## src/rtl/edf_pkg.sv

```systemverilog
package edf_pkg;

	// Number of task slots held in the cell chain
	localparam int NUM_TASKS = 16;

	// Field widths of the request and response items
	localparam int TASK_W = 4;
	localparam int EXEC_W = 16;
	localparam int TIME_W = 32;
	localparam int MASK_W = 16;

	// Width of a slot number inside the chain
	localparam int IDX_W = (NUM_TASKS > 1) ? $clog2(NUM_TASKS) : 1;

	// Common width for matching a request's slot against a cell's slot number
	localparam int CMP_W = (IDX_W > TASK_W) ? IDX_W : TASK_W;

	// Command codes
	localparam logic CMD_LOAD = 1'b0;
	localparam logic CMD_TICK = 1'b1;

	typedef struct packed {
		logic              command;
		logic [TASK_W-1:0] task_index;
		logic [EXEC_W-1:0] exec_time;
		logic [EXEC_W-1:0] period_ticks;
	} req_t;

	typedef struct packed {
		logic              running_valid;
		logic [TASK_W-1:0] running_task;
		logic [TIME_W-1:0] running_deadline;
		logic [MASK_W-1:0] missed_mask;
		logic [TIME_W-1:0] tick_time;
	} rsp_t;

	// Best candidate handed from cell to cell during a scan
	typedef struct packed {
		logic              valid;
		logic [IDX_W-1:0]  idx;
		logic [TIME_W-1:0] gap;
		logic [TIME_W-1:0] deadline;
	} cand_t;

	// Sequencer strobes broadcast to the cells and the top level
	typedef struct packed {
		logic load_we;
		logic tick_start;
		logic scan_go;
		logic finish;
		logic finish_tick;
	} ctl_t;

	typedef enum logic [1:0] {
		ST_IDLE,
		ST_SCAN,
		ST_FINISH
	} state_t;

endpackage

```

## src/rtl/edf_ctrl.sv

```systemverilog
module edf_ctrl (
	input  logic           clk,
	input  logic           arst_n,
	input  logic           req_valid,
	input  logic           req_command,
	input  logic           scan_done,
	input  logic           rsp_free,
	output logic           req_ready,
	output edf_pkg::ctl_t  ctl
);

	edf_pkg::state_t state_q;
	edf_pkg::state_t state_d;
	logic            tick_q;
	logic            scan_go_q;
	logic            accept;

	assign accept = req_valid && req_ready;

	// Next state
	always_comb begin
		state_d = state_q;
		unique case (state_q)
			edf_pkg::ST_IDLE: begin
				if (req_valid) begin
					state_d = (req_command == edf_pkg::CMD_TICK) ?
						edf_pkg::ST_SCAN : edf_pkg::ST_FINISH;
				end
			end
			edf_pkg::ST_SCAN: begin
				if (scan_done) begin
					state_d = edf_pkg::ST_FINISH;
				end
			end
			edf_pkg::ST_FINISH: begin
				if (rsp_free) begin
					state_d = edf_pkg::ST_IDLE;
				end
			end
			default: begin
				state_d = edf_pkg::ST_IDLE;
			end
		endcase
	end

	// Outputs
	always_comb begin
		req_ready       = 1'b0;
		ctl.load_we     = 1'b0;
		ctl.tick_start  = 1'b0;
		ctl.scan_go     = scan_go_q;
		ctl.finish      = 1'b0;
		ctl.finish_tick = 1'b0;
		unique case (state_q)
			edf_pkg::ST_IDLE: begin
				req_ready      = 1'b1;
				ctl.load_we    = req_valid && (req_command == edf_pkg::CMD_LOAD);
				ctl.tick_start = req_valid && (req_command == edf_pkg::CMD_TICK);
			end
			edf_pkg::ST_SCAN: begin
			end
			edf_pkg::ST_FINISH: begin
				ctl.finish      = rsp_free;
				ctl.finish_tick = rsp_free && tick_q;
			end
			default: begin
			end
		endcase
	end

	// Hold state, command kind and scan launch
	always_ff @(posedge clk or negedge arst_n) begin
		if (!arst_n) begin
			state_q   <= edf_pkg::ST_IDLE;
			tick_q    <= 1'b0;
			scan_go_q <= 1'b0;
		end else begin
			state_q   <= state_d;
			scan_go_q <= ctl.tick_start;
			if (accept) begin
				tick_q <= (req_command == edf_pkg::CMD_TICK);
			end
		end
	end

	a_scan_done_in_scan: assert property (@(posedge clk) disable iff (!arst_n)
		scan_done |-> (state_q == edf_pkg::ST_SCAN))
		else $error("scan token left the chain outside a scan");

	a_strobes_exclusive: assert property (@(posedge clk) disable iff (!arst_n)
		$onehot0({ctl.load_we, ctl.tick_start, ctl.scan_go, ctl.finish}))
		else $error("sequencer strobes overlap");

endmodule
```

## config.mk

```make
export PLATFORM = sky130hd
export DESIGN_NAME = edf_ctrl
export DESIGN_NICKNAME = d
export VERILOG_FILES = /design/src/rtl/edf_pkg.sv /design/src/rtl/edf_ctrl.sv
export SDC_FILE = /design/constraint.sdc
export NUM_CORES = 1
export LEC_CHECK = 0
export ABC_AREA = 0
export BUFFER_PORTS_ARGS = -buffer_cell sky130_fd_sc_hd__buf_2
export CORE_AREA = 3 3 40 42
export DETAILED_ROUTE_END_ITERATION = 8
export DIE_AREA = 0 0 43 45
export MAX_ROUTING_LAYER = met4
export PLACE_DENSITY = 0.35
export SETUP_SLACK_MARGIN = 0.4
export SLEW_MARGIN = 5
export SYNTH_ARGS = -nofsm -noshare
export SYNTH_HDL_FRONTEND = slang
export SYNTH_SLANG_ARGS = --single-unit
```

## constraint.sdc

```tcl
create_clock -name clk -period 1.1 [get_ports clk]
set_input_delay 0 -clock clk [delete_from_list [all_inputs] [get_ports clk]]
set_output_delay 0 -clock clk [all_outputs]
set_load 0.1 [all_outputs]
```

Yosys cells after proc, flatten, opt, wreduce, memory -nomap -nowiden
Cells that the tools add are included.
W data, S select, Z words.
Storage, ports and cells
  logic and storage cells: 23
  input bits: 6
  output and inout bits: 6
  bits in registers: 4
Operators by class
  reductions and logical operators: 6
  bitwise operators: 1
  mux-type cells: 8
  equality and inequality tests: 5
Operators by type and width (number)
  $mux W2: 6
  $ne A2 B2 Y1 const B: 3
  $pmux W2 S3: 1
  $logic_and A1 B1 Y1: 4
  $reduce_and A3 Y1: 1
  $eq A2 B1 Y1 const B: 1
  $eq A2 B2 Y1 const B: 1
  $logic_not A2 Y1: 1
  $mux W1: 1
  $not A1 Y1: 1

Depth between registers and ports, before layout
  depth after elaboration: 3
  gate-level depth with buffers: 2
  depth with buffers taken out: 2

Worst setup path after synthesis
No wires, ideal clock.
  path type: register -> register
  from: reg state_q[1]
  to: reg state_q[1]
  path buffers: 0
  library setup time: 0.078 ns
  path slack: -1.417 ns
  data required time: 1.022 ns
  period minus slack after synthesis: 2.517 ns
  arrival: 2.439 ns
  stages on the path, launching flop included: 3
  cells stage by stage: dfrtp_1 nor4b_2 a311o_1
Between the ends
  word-level cells in the longest chain between the ends: 3
  elaborated cells between the ends (all ways): 8
  those cells by class: eq/ne (5); mux (1); reduce/logical (2)
Ends and longest elaborated chain
  start: declaration: line edf_ctrl.sv:12  | edf_pkg::state_t state_q;
  start signal: assignment: line edf_ctrl.sv:74  | state_q <= edf_pkg::ST_IDLE;
  start signal: assignment: line edf_ctrl.sv:78  | state_q <= state_d;
  $eq A2 B2 Y1, or another cell as far along: line edf_ctrl.sv:23  | unique case (state_q)
  $ne A2 B2 Y1 (no source line)
  $reduce_and A3 Y1 (no source line)
Several ways; a longest one is shown, not always the timed one.
A chain may end at the register's enable or synchronous reset.

==> reports/metrics.yaml <==
synth-simple-area-share_pct: 35.3
ant_nets: 0
grt_remaining_overflow: 0
slew_violations: 0
vias: 201
outcome: "complete, but fails checks"
r2r_slack_ns: -0.12
synth_area_um2: 213
synth-xor-area-share_pct: 0
drc: 0
viasPerCell: 3.79
antennaDiodeCount: 0
fin_cells: 53
period_needed_ns: 1.29
synth.distinct_cells: 14
avgSynthCellArea_um2: 11.8
worstSkewPairLatency_ns: 0.24
clkSinkCount: 4
cap_violations: 0
rsz0062_at_grt: "true"
antenna_found_initial: 0
area_growth_pct: 124
slew_headroom_pct: 80.9
nNetsFinal: 45
synth_top_area_share_pct: 47.1
start_util_pct: 16.6
ys_ff_latch: 4
crit_type: "reg2out"
synth_edf_count: 0
clk_pin_slew_ns: 0.04
die_h_um: 45
grt_pass1_vias: 188
p_per_area_nw_per_um2: 2590
netlist_instances: 18
worst-path-max-fanout: 4
synth_ff_type: "dfrtp_1"
reg2reg_from: "state_q[1]$_DFFE_PN0P_"
cts_tree: "built"
hold_violations: 0
synthTopCellsByCount: "4 x dfrtp_1, 2 x and2_1"
synth_area_leaders: "dfrtp_1 47%, nor4b_2 7.1%, and2_1 5.9%"
h-tree-depth: 1
yosysMostFrequentCell: "dfrtp_1"
routed_wl_um: 492
finClkSkew_ns: 0.00493
async_flop_share_pct: 100
worstHoldStart: "scan_done"
wl_per_cell_um: 9.28
hp-class: "in2reg"
root_buffer: "clkbuf_4"
critPathRequiredTime_ns: 1.10
r2r_end: "tick_q$_DFFE_PN0P_"
yosysTopAreaCell: "dfrtp_1"
grt_usage_pct: 6.02
drive_above_1_share_pct: 76.3
synth_compound_area_share_pct: 7.06
synth_fp_nets: 24
max-clock-path-buffers: 2
min_path_cells: 3
post-route-period-util_pct: 117
grt_max_degree: 6
rows: 13
die_w_um: 43
port_buffers: 11
coreArea_um2: 1280
reg2reg_depth: 3
min_to: "state_q[0]$_DFFE_PN0P_"
cp.arrival_ns: 1.29
fill_cells: 137
synth.area.mux_share_pct: 5.29
worst_pin_slew_ns: 0.285
violations: "negative setup slack"
cts_buffers: 3
dp.cells: 47
grt_first_pass_wirelength_um: 745
setup_violations: 6
start_kind: "flip-flop"
yosysWarningCount: 0
dieArea_um2: 1940
irDropWorstVdd_v: 0.000816
ys_seq_area_share_pct: 47.1
max_clock_freq_mhz: 777
drt_pass1_iterations: 2
drt_iter0_markers: 1
synth_top_family_by_area: "simple AND/OR/NAND/NOR gates"
gp_congestion: 0.722
p_total_mw: 1.23
p_leak_nw: 0.213
crit_path_end_kind: "primary output"
synth-adder-area-share_pct: 0
ioPinCount: 12
final.setup.worst_slack_ns: -0.187
==> critical path, cell delays in order, from the launching register on <==
cell,delay (ns)
dfrtp_2,0.44
buf_6,0.13
and3b_2,0.19
and2_4,0.14
buf_12,0.16
==> area by class of cell <==
type | count | area (µm²) | area share (%)
Clock buffer | 4 | 26.3 | 5.53
Multi-Input combinational cell | 12 | 124 | 26.1
Tap cell | 15 | 18.8 | 3.95
Timing Repair Buffer | 17 | 200 | 42.1
Inverter | 1 | 3.75 | 0.789
Sequential cell | 4 | 103 | 21.6
==> metal layers <==
layer	GRT usage, %	vias up	part of all wire, %
met4	3.61	0	0
met5	-	-	0
met2	8.98	9	52
met3	4.78	0	8.9
li1	-	103	-
met1	5.34	89	39
==> flip-flops by register name, summed over array words and instances (netlist names) <==
signal / cells
state_q: 2
tick_q: 1
scan_go_q: 1
==> cells in the final DEF (no fill, tap or decap), types with 2 or more instances in the layout <==
cell type / netlist / routed
buf_12: 0 / 6
buf_2: 0 / 5
clkbuf_4: 0 / 3
buf_4: 1 / 3
and2_4: 0 / 2
nor3b_2: 1 / 2
buf_6: 0 / 2
dfrtp_1: 4 / 2
dfrtp_2: 0 / 2
==> power by group <==
| part | total, mW | switching (mW) | internal (mW) |
|---|---|---|---|
| sequential | 0.251 | 0.0548 | 0.197 |
| combinational | 0.781 | 0.446 | 0.335 |
| clock | 0.199 | 0.0625 | 0.136 |
==> cell families after synthesis <==
| kind of cell | Yosys count |
|---|---|
| AO/OA/AOI/OAI | 2 |
| buffers and inverters | 2 |
| flip-flops | 4 |
| multiplexers | 1 |
| AND/OR/NAND/NOR | 9 |
==> through the flow <==
| stage | hold slack [ns] | setup WS [ns] | utilization (%) | cell area, µm² | setup TNS (ns) |
|---|---|---|---|---|---|
| final | 0.0439 | -0.187 | 37.0 | 475 | -0.835 |
| after global routing | 0.0341 | -0.241 | 37.0 | 475 | -1.20 |
| after CTS | 0.0278 | -0.202 | 36.7 | 472 | -0.935 |
| after detailed placement | -0.191 | -0.00890 | 31.1 | 399 | -0.00890 |
| after global placement | -0.191 | -0.00174 | 31.1 | 399 | -0.00174 |
| after floorplan | -0.296 | -0.738 | - | 228 | -2.21 |
==> how the worst max path moves through the flow <==
stage | from | end | slack [ns] | cells past startpoint
after floorplan | state_q[1]$_DFFE_PN0P_ | state_q[1]$_DFFE_PN0P_ | -0.74 | 2
after global placement | state_q[1]$_DFFE_PN0P_ | tick_q$_DFFE_PN0P_ | -0.002 | 2
after detailed placement | state_q[1]$_DFFE_PN0P_ | tick_q$_DFFE_PN0P_ | -0.009 | 2
after CTS | state_q[1]$_DFFE_PN0P_ | ctl[0] | -0.20 | 4
after global routing | state_q[1]$_DFFE_PN0P_ | ctl[0] | -0.24 | 4
final | state_q[1]$_DFFE_PN0P_ | ctl[0] | -0.19 | 4
==> timing repair <==
action	in CTS	in global routing
endpoints found under the hold margin	4	0
hold buffers	1	0
setup buffers	1	0
setup endpoints to repair	10	10
pin swaps	3	1
resized for setup	8	1
Note: power is estimated with default switching activity, not from simulation.
