File: config.mk
export PLATFORM = sky130hd
export DESIGN_NAME = edf_cell
export DESIGN_NICKNAME = d
export VERILOG_FILES = /design/src/rtl/edf_pkg.sv /design/src/rtl/edf_cell.sv
export SDC_FILE = /design/constraint.sdc
export NUM_CORES = 1
export LEC_CHECK = 0
export ABC_CLOCK_PERIOD_IN_PS = 8100
export BUFFER_PORTS_ARGS = -buffer_cell sky130_fd_sc_hd__buf_2
export CAP_MARGIN = 20
export CORE_MARGIN = 4
export CORE_UTILIZATION = 55
export DETAILED_ROUTE_END_ITERATION = 16
export GPL_TIMING_DRIVEN = 0
export PLACE_DENSITY = 0.8
export REMOVE_ABC_BUFFERS = 1
export SYNTH_ARGS = -nofsm -noshare
export SYNTH_HDL_FRONTEND = slang
export SYNTH_SLANG_ARGS = --single-unit
File: constraint.sdc
create_clock -name clk -period 8.1 [get_ports clk]
set_input_delay 0.405 -clock clk [delete_from_list [all_inputs] [get_ports clk]]
set_output_delay 0.405 -clock clk [all_outputs]
set_load 0.005 [all_outputs]
File: src/rtl/edf_pkg.sv
package edf_pkg;

	// Number of task slots held in the cell chain
	localparam int NUM_TASKS = 16;

	// Field widths of the request and response items
	localparam int TASK_W = 4;
	localparam int EXEC_W = 16;
	localparam int TIME_W = 32;
	localparam int MASK_W = 16;

	// Width of a slot number inside the chain
	localparam int IDX_W = (NUM_TASKS > 1) ? $clog2(NUM_TASKS) : 1;

	// Common width for matching a request's slot against a cell's slot number
	localparam int CMP_W = (IDX_W > TASK_W) ? IDX_W : TASK_W;

	// Command codes
	localparam logic CMD_LOAD = 1'b0;
	localparam logic CMD_TICK = 1'b1;

	typedef struct packed {
		logic              command;
		logic [TASK_W-1:0] task_index;
		logic [EXEC_W-1:0] exec_time;
		logic [EXEC_W-1:0] period_ticks;
	} req_t;

	typedef struct packed {
		logic              running_valid;
		logic [TASK_W-1:0] running_task;
		logic [TIME_W-1:0] running_deadline;
		logic [MASK_W-1:0] missed_mask;
		logic [TIME_W-1:0] tick_time;
	} rsp_t;

	// Best candidate handed from cell to cell during a scan
	typedef struct packed {
		logic              valid;
		logic [IDX_W-1:0]  idx;
		logic [TIME_W-1:0] gap;
		logic [TIME_W-1:0] deadline;
	} cand_t;

	// Sequencer strobes broadcast to the cells and the top level
	typedef struct packed {
		logic load_we;
		logic tick_start;
		logic scan_go;
		logic finish;
		logic finish_tick;
	} ctl_t;

	typedef enum logic [1:0] {
		ST_IDLE,
		ST_SCAN,
		ST_FINISH
	} state_t;

endpackage

File: src/rtl/edf_cell.sv
module edf_cell (
	input  logic                           clk,
	input  logic                           arst_n,
	input  edf_pkg::ctl_t                  ctl,
	input  edf_pkg::req_t                  req,
	input  logic [edf_pkg::IDX_W-1:0]      slot_id,
	input  logic [edf_pkg::TIME_W-1:0]     now,
	input  logic                           grant,
	input  logic                           go_in,
	input  edf_pkg::cand_t                 cand_in,
	output logic                           go_out,
	output edf_pkg::cand_t                 cand_out,
	output logic                           miss
);

	logic [edf_pkg::EXEC_W-1:0] exec_q;
	logic [edf_pkg::EXEC_W-1:0] period_q;
	logic [edf_pkg::EXEC_W-1:0] remain_q;
	logic [edf_pkg::TIME_W-1:0] deadline_q;
	logic [edf_pkg::EXEC_W-1:0] count_q;
	logic                       miss_q;
	logic                       go_q;
	edf_pkg::cand_t             cand_q;

	logic                       active;
	logic                       hit;
	logic                       rel;
	logic                       elig;
	logic                       take;
	logic [edf_pkg::TIME_W-1:0] own_dist;

	// Decode slot match, release and eligibility
	assign active   = (period_q != '0);
	assign hit      = (edf_pkg::CMP_W'(req.task_index) == edf_pkg::CMP_W'(slot_id));
	assign rel      = active && (count_q == '0);
	assign elig     = active && (remain_q != '0);
	assign own_dist = deadline_q - now;
	assign take     = elig && (!cand_in.valid || (own_dist < cand_in.gap));

	// Load a slot, release its job on a tick, or burn one tick of work
	always_ff @(posedge clk or negedge arst_n) begin
		if (!arst_n) begin
			exec_q     <= '0;
			period_q   <= '0;
			remain_q   <= '0;
			deadline_q <= '0;
			count_q    <= '0;
		end else if (ctl.load_we && hit) begin
			exec_q   <= req.exec_time;
			period_q <= req.period_ticks;
			if (req.period_ticks != '0) begin
				remain_q   <= req.exec_time;
				deadline_q <= now + edf_pkg::TIME_W'(req.period_ticks);
				count_q    <= req.period_ticks;
			end else begin
				remain_q   <= '0;
				deadline_q <= '0;
				count_q    <= '0;
			end
		end else if (ctl.tick_start && active) begin
			// the countdown step of the tick is folded in here
			if (rel) begin
				remain_q   <= exec_q;
				deadline_q <= now + edf_pkg::TIME_W'(period_q);
				count_q    <= period_q - 1'b1;
			end else begin
				count_q <= count_q - 1'b1;
			end
		end else if (grant) begin
			remain_q <= remain_q - 1'b1;
		end
	end

	// Flag a miss when a job is replaced with work left
	always_ff @(posedge clk or negedge arst_n) begin
		if (!arst_n) begin
			miss_q <= 1'b0;
		end else if (ctl.tick_start) begin
			miss_q <= rel && (remain_q != '0);
		end
	end

	// Pass the scan token along the chain
	always_ff @(posedge clk or negedge arst_n) begin
		if (!arst_n) begin
			go_q <= 1'b0;
		end else begin
			go_q <= go_in;
		end
	end

	// Keep the earlier candidate unless this slot is strictly earlier
	always_ff @(posedge clk) begin
		if (go_in) begin
			if (take) begin
				cand_q.valid    <= 1'b1;
				cand_q.idx      <= slot_id;
				cand_q.gap      <= own_dist;
				cand_q.deadline <= deadline_q;
			end else begin
				cand_q <= cand_in;
			end
		end
	end

	assign go_out   = go_q;
	assign cand_out = cand_q;
	assign miss     = miss_q;

	a_grant_has_work: assert property (@(posedge clk) disable iff (!arst_n)
		grant |-> (remain_q != '0) && active)
		else $error("grant to a slot with no pending work");

endmodule

Word-level counts from Yosys, hierarchy flattened

Index checks and enable logic that the tools add are counted.

Output and inout bits: 71
Logic and storage cells: 51
Register bits: 167

Magnitude comparators: 1
Reductions and logical operators: 17
Equality and inequality tests: 2
Multiplexer cells: 14
$add $sub $neg: 6

Operators with widths:

| operator                                                             | number |
|---|---|
| 16-bit 2-to-1 mux                                                    | 9 |
| 32-bit 2-to-1 mux                                                    | 4 |
| 68-bit 2-to-1 mux                                                    | 1 |
| 32-bit by 16-bit adder with 32-bit output                            | 2 |
| 16-bit nonzero test                                                  | 3 |
| 16-bit by 1-bit subtractor with 16-bit output, second input constant | 3 |
| 32-bit < comparator                                                  | 1 |
| 32-bit subtractor                                                    | 1 |
| 16-bit logical NOT                                                   | 1 |
| 1-bit logical AND                                                    | 6 |
| 4-bit == test                                                        | 1 |
| 2-bit AND reduction                                                  | 2 |
| 2-bit nonzero test                                                   | 2 |
| 3-bit inequality test, second input constant                         | 1 |
| 3-bit nonzero test                                                   | 1 |
| 1-bit logical NOT                                                    | 1 |
| 1-bit logical OR                                                     | 1 |

Depth between registers and ports, before layout

Word-level depth: 5
Mapped depth: 23

Least setup slack after synthesis

No wires, ideal clock.

Path type: reg2reg
From: register deadline_q[0] (netlist bit)
To: register cand_q, in the netlist cand_out[52], data pin
Arrival: 4.430 ns
Path slack: 3.410 ns
Cell stages (with the launch flop): 22
Library setup time: 0.260 ns
Path buffers: 2
Path through: dfrtp_1 inv_1 ha_1 inv_1 fa_1 a21o_1 a221oi_2 o21ai_1 nor4_1 nor4_1 or3_1 o311ai_1 ha_1 nand4_1 nor2_1 nand2_1 or3_1 a221oi_1 or2_2 buf_6 buf_6 mux2_2

Cells in the longest elaborated chain, start to end: 5

RTL lines:

| item                   | line            | source |
|---|---|---|
| from (decl)            | edf_cell.sv:19  | `logic [edf_pkg::TIME_W-1:0] deadline_q;` |
| from (signal assigned) | edf_cell.sv:53  | `deadline_q <= now + edf_pkg::TIME_W'(req.period_ticks);` |
| from (signal assigned) | edf_cell.sv:64  | `deadline_q <= now + edf_pkg::TIME_W'(period_q);` |
| 32-bit subtractor *    | edf_cell.sv:37  | `assign own_dist = deadline_q - now;` |
| 32-bit < comparator    | edf_cell.sv:38  | `assign take = elig && (!cand_in.valid \|\| (own_dist < cand_in.gap));` |
| 1-bit logical OR       | edf_cell.sv:38  |  |
| 1-bit logical AND      | edf_cell.sv:38  |  |
| 68-bit 2-to-1 mux *    | edf_cell.sv:95  | `if (take) begin` |
| to (signal assigned)   | edf_cell.sv:101 | `cand_q <= cand_in;` |
| to (decl)              | edf_cell.sv:23  | `edf_pkg::cand_t cand_q;` |

Mark *: on every way between the ends. The rest lies on a longest branch, timed or not.
A chain may end at the register's enable or synchronous reset.

Final worst setup path

From: register deadline_q[0] (netlist bit)
To: register cand_q, in the netlist cand_out[9], data pin

Cells in the longest elaborated chain, start to end: 5

RTL lines:

| item                | line |
|---|---|
| 32-bit subtractor   | edf_cell.sv:37 |
| 32-bit < comparator | edf_cell.sv:38 |
| 1-bit logical OR    | edf_cell.sv:38 |
| 1-bit logical AND   | edf_cell.sv:38 |
| 68-bit 2-to-1 mux   | edf_cell.sv:95 |

Every way passes these cells.

==> results.yml <==
pwr:
  max-vdd-ir-drop_uv: 166
  pwr-share-clk_pct: 17.6
  powerDensity_mw_per_mm2: 335
  p_sw_mw: 1.93
  p_leak_nw: 6.59
  pwr-share-comb_pct: 49.9
  sw_frac_of_total_pct: 39.7
  p_int_mw: 2.93
  seqPwrFrac_pct: 32.5
sta:
  fmax_mhz: 161
  period_share_pct: 76.6
  final_max_slew_viol_count: 0
  finalCriticalPeriod_ps: 6210
  max-slew-margin-rel_pct: 38.2
  finalHoldViolCount: 0
  setup_viol: 0
  fin_tns_setup_ps: 0
  rsz0062_at_grt: "false"
  fin_worst_skew_ps: 14.5
  worstMarginPinSlew_ps: 928
floorplanning:
  chipWidth_um: 158
  fp.dieH_um: 158
  ios: 222
  start_util_pct: 56.5
  num_rows: 54
  core-area_sq_mm: 0.0220
  dieArea_sq_mm: 0.0251
route:
  drc: 0
  routedLengthMet1_mm: 15.2
  dr_total_vias: 11500
  firstDrtPassIters: 5
  highest_layer: "met5"
  drt_wl_total_mm: 34.7
  routedWlPerCell_um: 18.3
  via_per_inst: 6.08
  drtIter0Drc: 937
  met2_length_mm: 16.2
  ant_nets: 0
  routed-wl-met3_mm: 2.33
finish:
  final_nets: 1853
  final_cell_mix: "215 x buf_2, 197 x nand2_1, 112 x a21oi_1"
  areaGrowthSynthToFinish_pct: 16.6
  final_common_cell: "buf_2"
  final_area_sq_mm: 0.0145
  drive_gt1_share_pct: 17.2
placement:
  routabilityCongestion: 0.909
  port_buffers: 217
  place_area_sq_mm: 0.0139
  hpwl_mm: 26.7
logic_synthesis:
  ys_seq_area_share_pct: 36.4
  synth_edf_count: 69
  synth_top_area_cell: "dfrtp_1"
  synth-simple-area-share_pct: 17.0
  synth_seq_cells: 167
  synth-main-ff-cell: "dfrtp_1"
  synthTopCellsByArea: "dfrtp_1 20%, edfxtp_1 17%, ha_1 9.7%, nand2_1 5.9%, mux2_1 5.5%"
  synthCells: 1408
  synth_xor_area_share_pct: 4.86
  synth_mux_area_share_pct: 5.77
  netlist_area_sq_mm: 0.0124
  ys.warnings.count: 0
  synth_top_family_by_area: "compound AO/OA/AOI/OAI gates"
  synth_compound_area_share_pct: 21.3
  synth_fa_ha_area_share_pct: 10.1
  netlist-cell-type-count: 77
  avgSynthCellArea_sq_um: 8.83
  synth_top_cell_area_share_pct: 19.7
  async_flop_share_pct: 58.7
cts:
  clkSinkCount: 167
  root_buffer: "clkbuf_16"
  numCtsBuffers: 17
  cts_setup_buffers: 0
  clock_latency_ps: 440
  htree_levels: 4
  clk_pin_slew_ps: 70
  cts_resized: 0
  cts_tree: "done"
  clockBufferDepth: 2
  cts_hold_buf: 1
worst_hold_path:
  min_to: "exec_q[5]"
  timing.hold.worst.class: "primary input to register"
  whs_path_depth: 3
  min-delay-start: "req[21]"
grt:
  grt_pass1_vias: 10900
  antenna_found_initial: 5
  track_usage_pct: 27.3
  grt_start_max_net_pins: 71
  grt_pass1_wl_mm: 54.8
  gr-total-overflow: 0
setup_path:
  path_class: "register to register"
  path_max_fanout: 54
  cp-end-kind: "register"
  r2r_slack_ps: 1890
  r2r_end: "cand_out[9]"
  r2r-start: "deadline_q[0]"
  worstPathRequired_ps: 8280
  crit_arrival_ps: 6380
  worst-r2r-cell-count: 20
  startpoint_type: "register"
status:
  status: "completed"
job:
  drv_cap: 0
==> sequential cells by signal, summed over array words and instances (netlist names) <==
register,flops
cand_out,69
deadline_q,32
count_q,16
exec_q,16
period_q,16
remain_q,16
go_out,1
miss,1
==> power groups by stage <==
stage	sequential (mW)	combinational (mW)	clock, mW
global route	1.63	2.74	0.901
CTS	1.58	2.42	0.863
global placement	1.58	2.30	0
finish	1.58	2.43	0.855
floorplan	1.53	1.73	0
detailed placement	1.59	2.40	0
==> cells by family after synthesis <==
group | after synthesis
compound gates | 413
xor+xnor | 69
mux | 64
fa+ha+maj | 99
simple gates | 461
flops | 167
buf+inv | 135
==> layer usage <==
layer  track usage, %  vias up
li1                 -     5588
met1             37.0     5425
met2             44.8      458
met3             4.24       70
met4             9.38        2
met5                0        -
==> critical path: stages (launching register included) <==
cell and delay, ps:
dfrtp_1 370, inv_1 70, ha_1 220, inv_1 80, fa_1 400, a21o_1 200, a221oi_2 410, o21ai_1 240
nor4_1 390, nor4_1 170, or3_1 360, o311ai_1 330, ha_1 180, nand4_1 130, nor2_1 120, nand2_1 100
or3_1 400, a221oi_1 560, or2_4 450, buf_16 300, mux2_1 380
==> worst max path at each step <==
stage	slack [ps]	startpoint	to
finish	1890	deadline_q[0]	cand_out[9]
global route	1660	deadline_q[0]	cand_out[9]
CTS	1910	deadline_q[0]	cand_out[9]
detailed placement	1820	now[0]	cand_out[9]
global placement	1190	now[0]	cand_out[52]
floorplan	2760	deadline_q[0]	cand_out[52]
==> through the flow <==
stage                     hold slack [ps]  utilization [%]  setup slack (ps)  std cells  power [mW]
after floorplan                       109                -              2760       1354        3.26
after global placement                458             61.8              1190       1851        3.87
after detailed placement              432             63.0              1820       1863        3.99
after CTS                             160             65.8              1910       1896        4.86
after global routing                  178             65.8              1660       1900        5.27
final                                 168             65.8              1890       1900        4.86
==> synthesized netlist by cell type, types with 6 or more instances <==
cell type,n
nand2_1,197
a21oi_1,113
nor2_1,104
dfrtp_1,98
ha_1,96
inv_1,81
edfxtp_1,69
mux2_1,61
o21ai_0,51
o21ai_1,41
xnor2_1,41
a31oi_1,35
a21o_1,31
clkbuf_1,31
nor3_1,30
nand3_1,28
xor2_1,28
a211oi_1,21
nor4_1,19
nand4_1,15
buf_2,14
o31ai_1,14
and3_1,12
o21a_1,12
nand2b_1,11
o211ai_1,10
or3_1,10
a221oi_1,7
nor2b_1,7
a22oi_1,6
a32oi_1,6
buf_6,6
o2111ai_1,6
o22ai_1,6
==> final cells by class <==
cell class	instances	area, sq um
Antenna cell	4	10.0
Fill cell	1839	7530
Timing Repair Buffer	230	1350
Inverter	81	304
Tap cell	280	350
Sequential cell	167	4520
Multi-Input combinational cell	1106	7350
Clock inverter	11	148
Clock buffer	21	462
(Power assumes the default switching activity.)
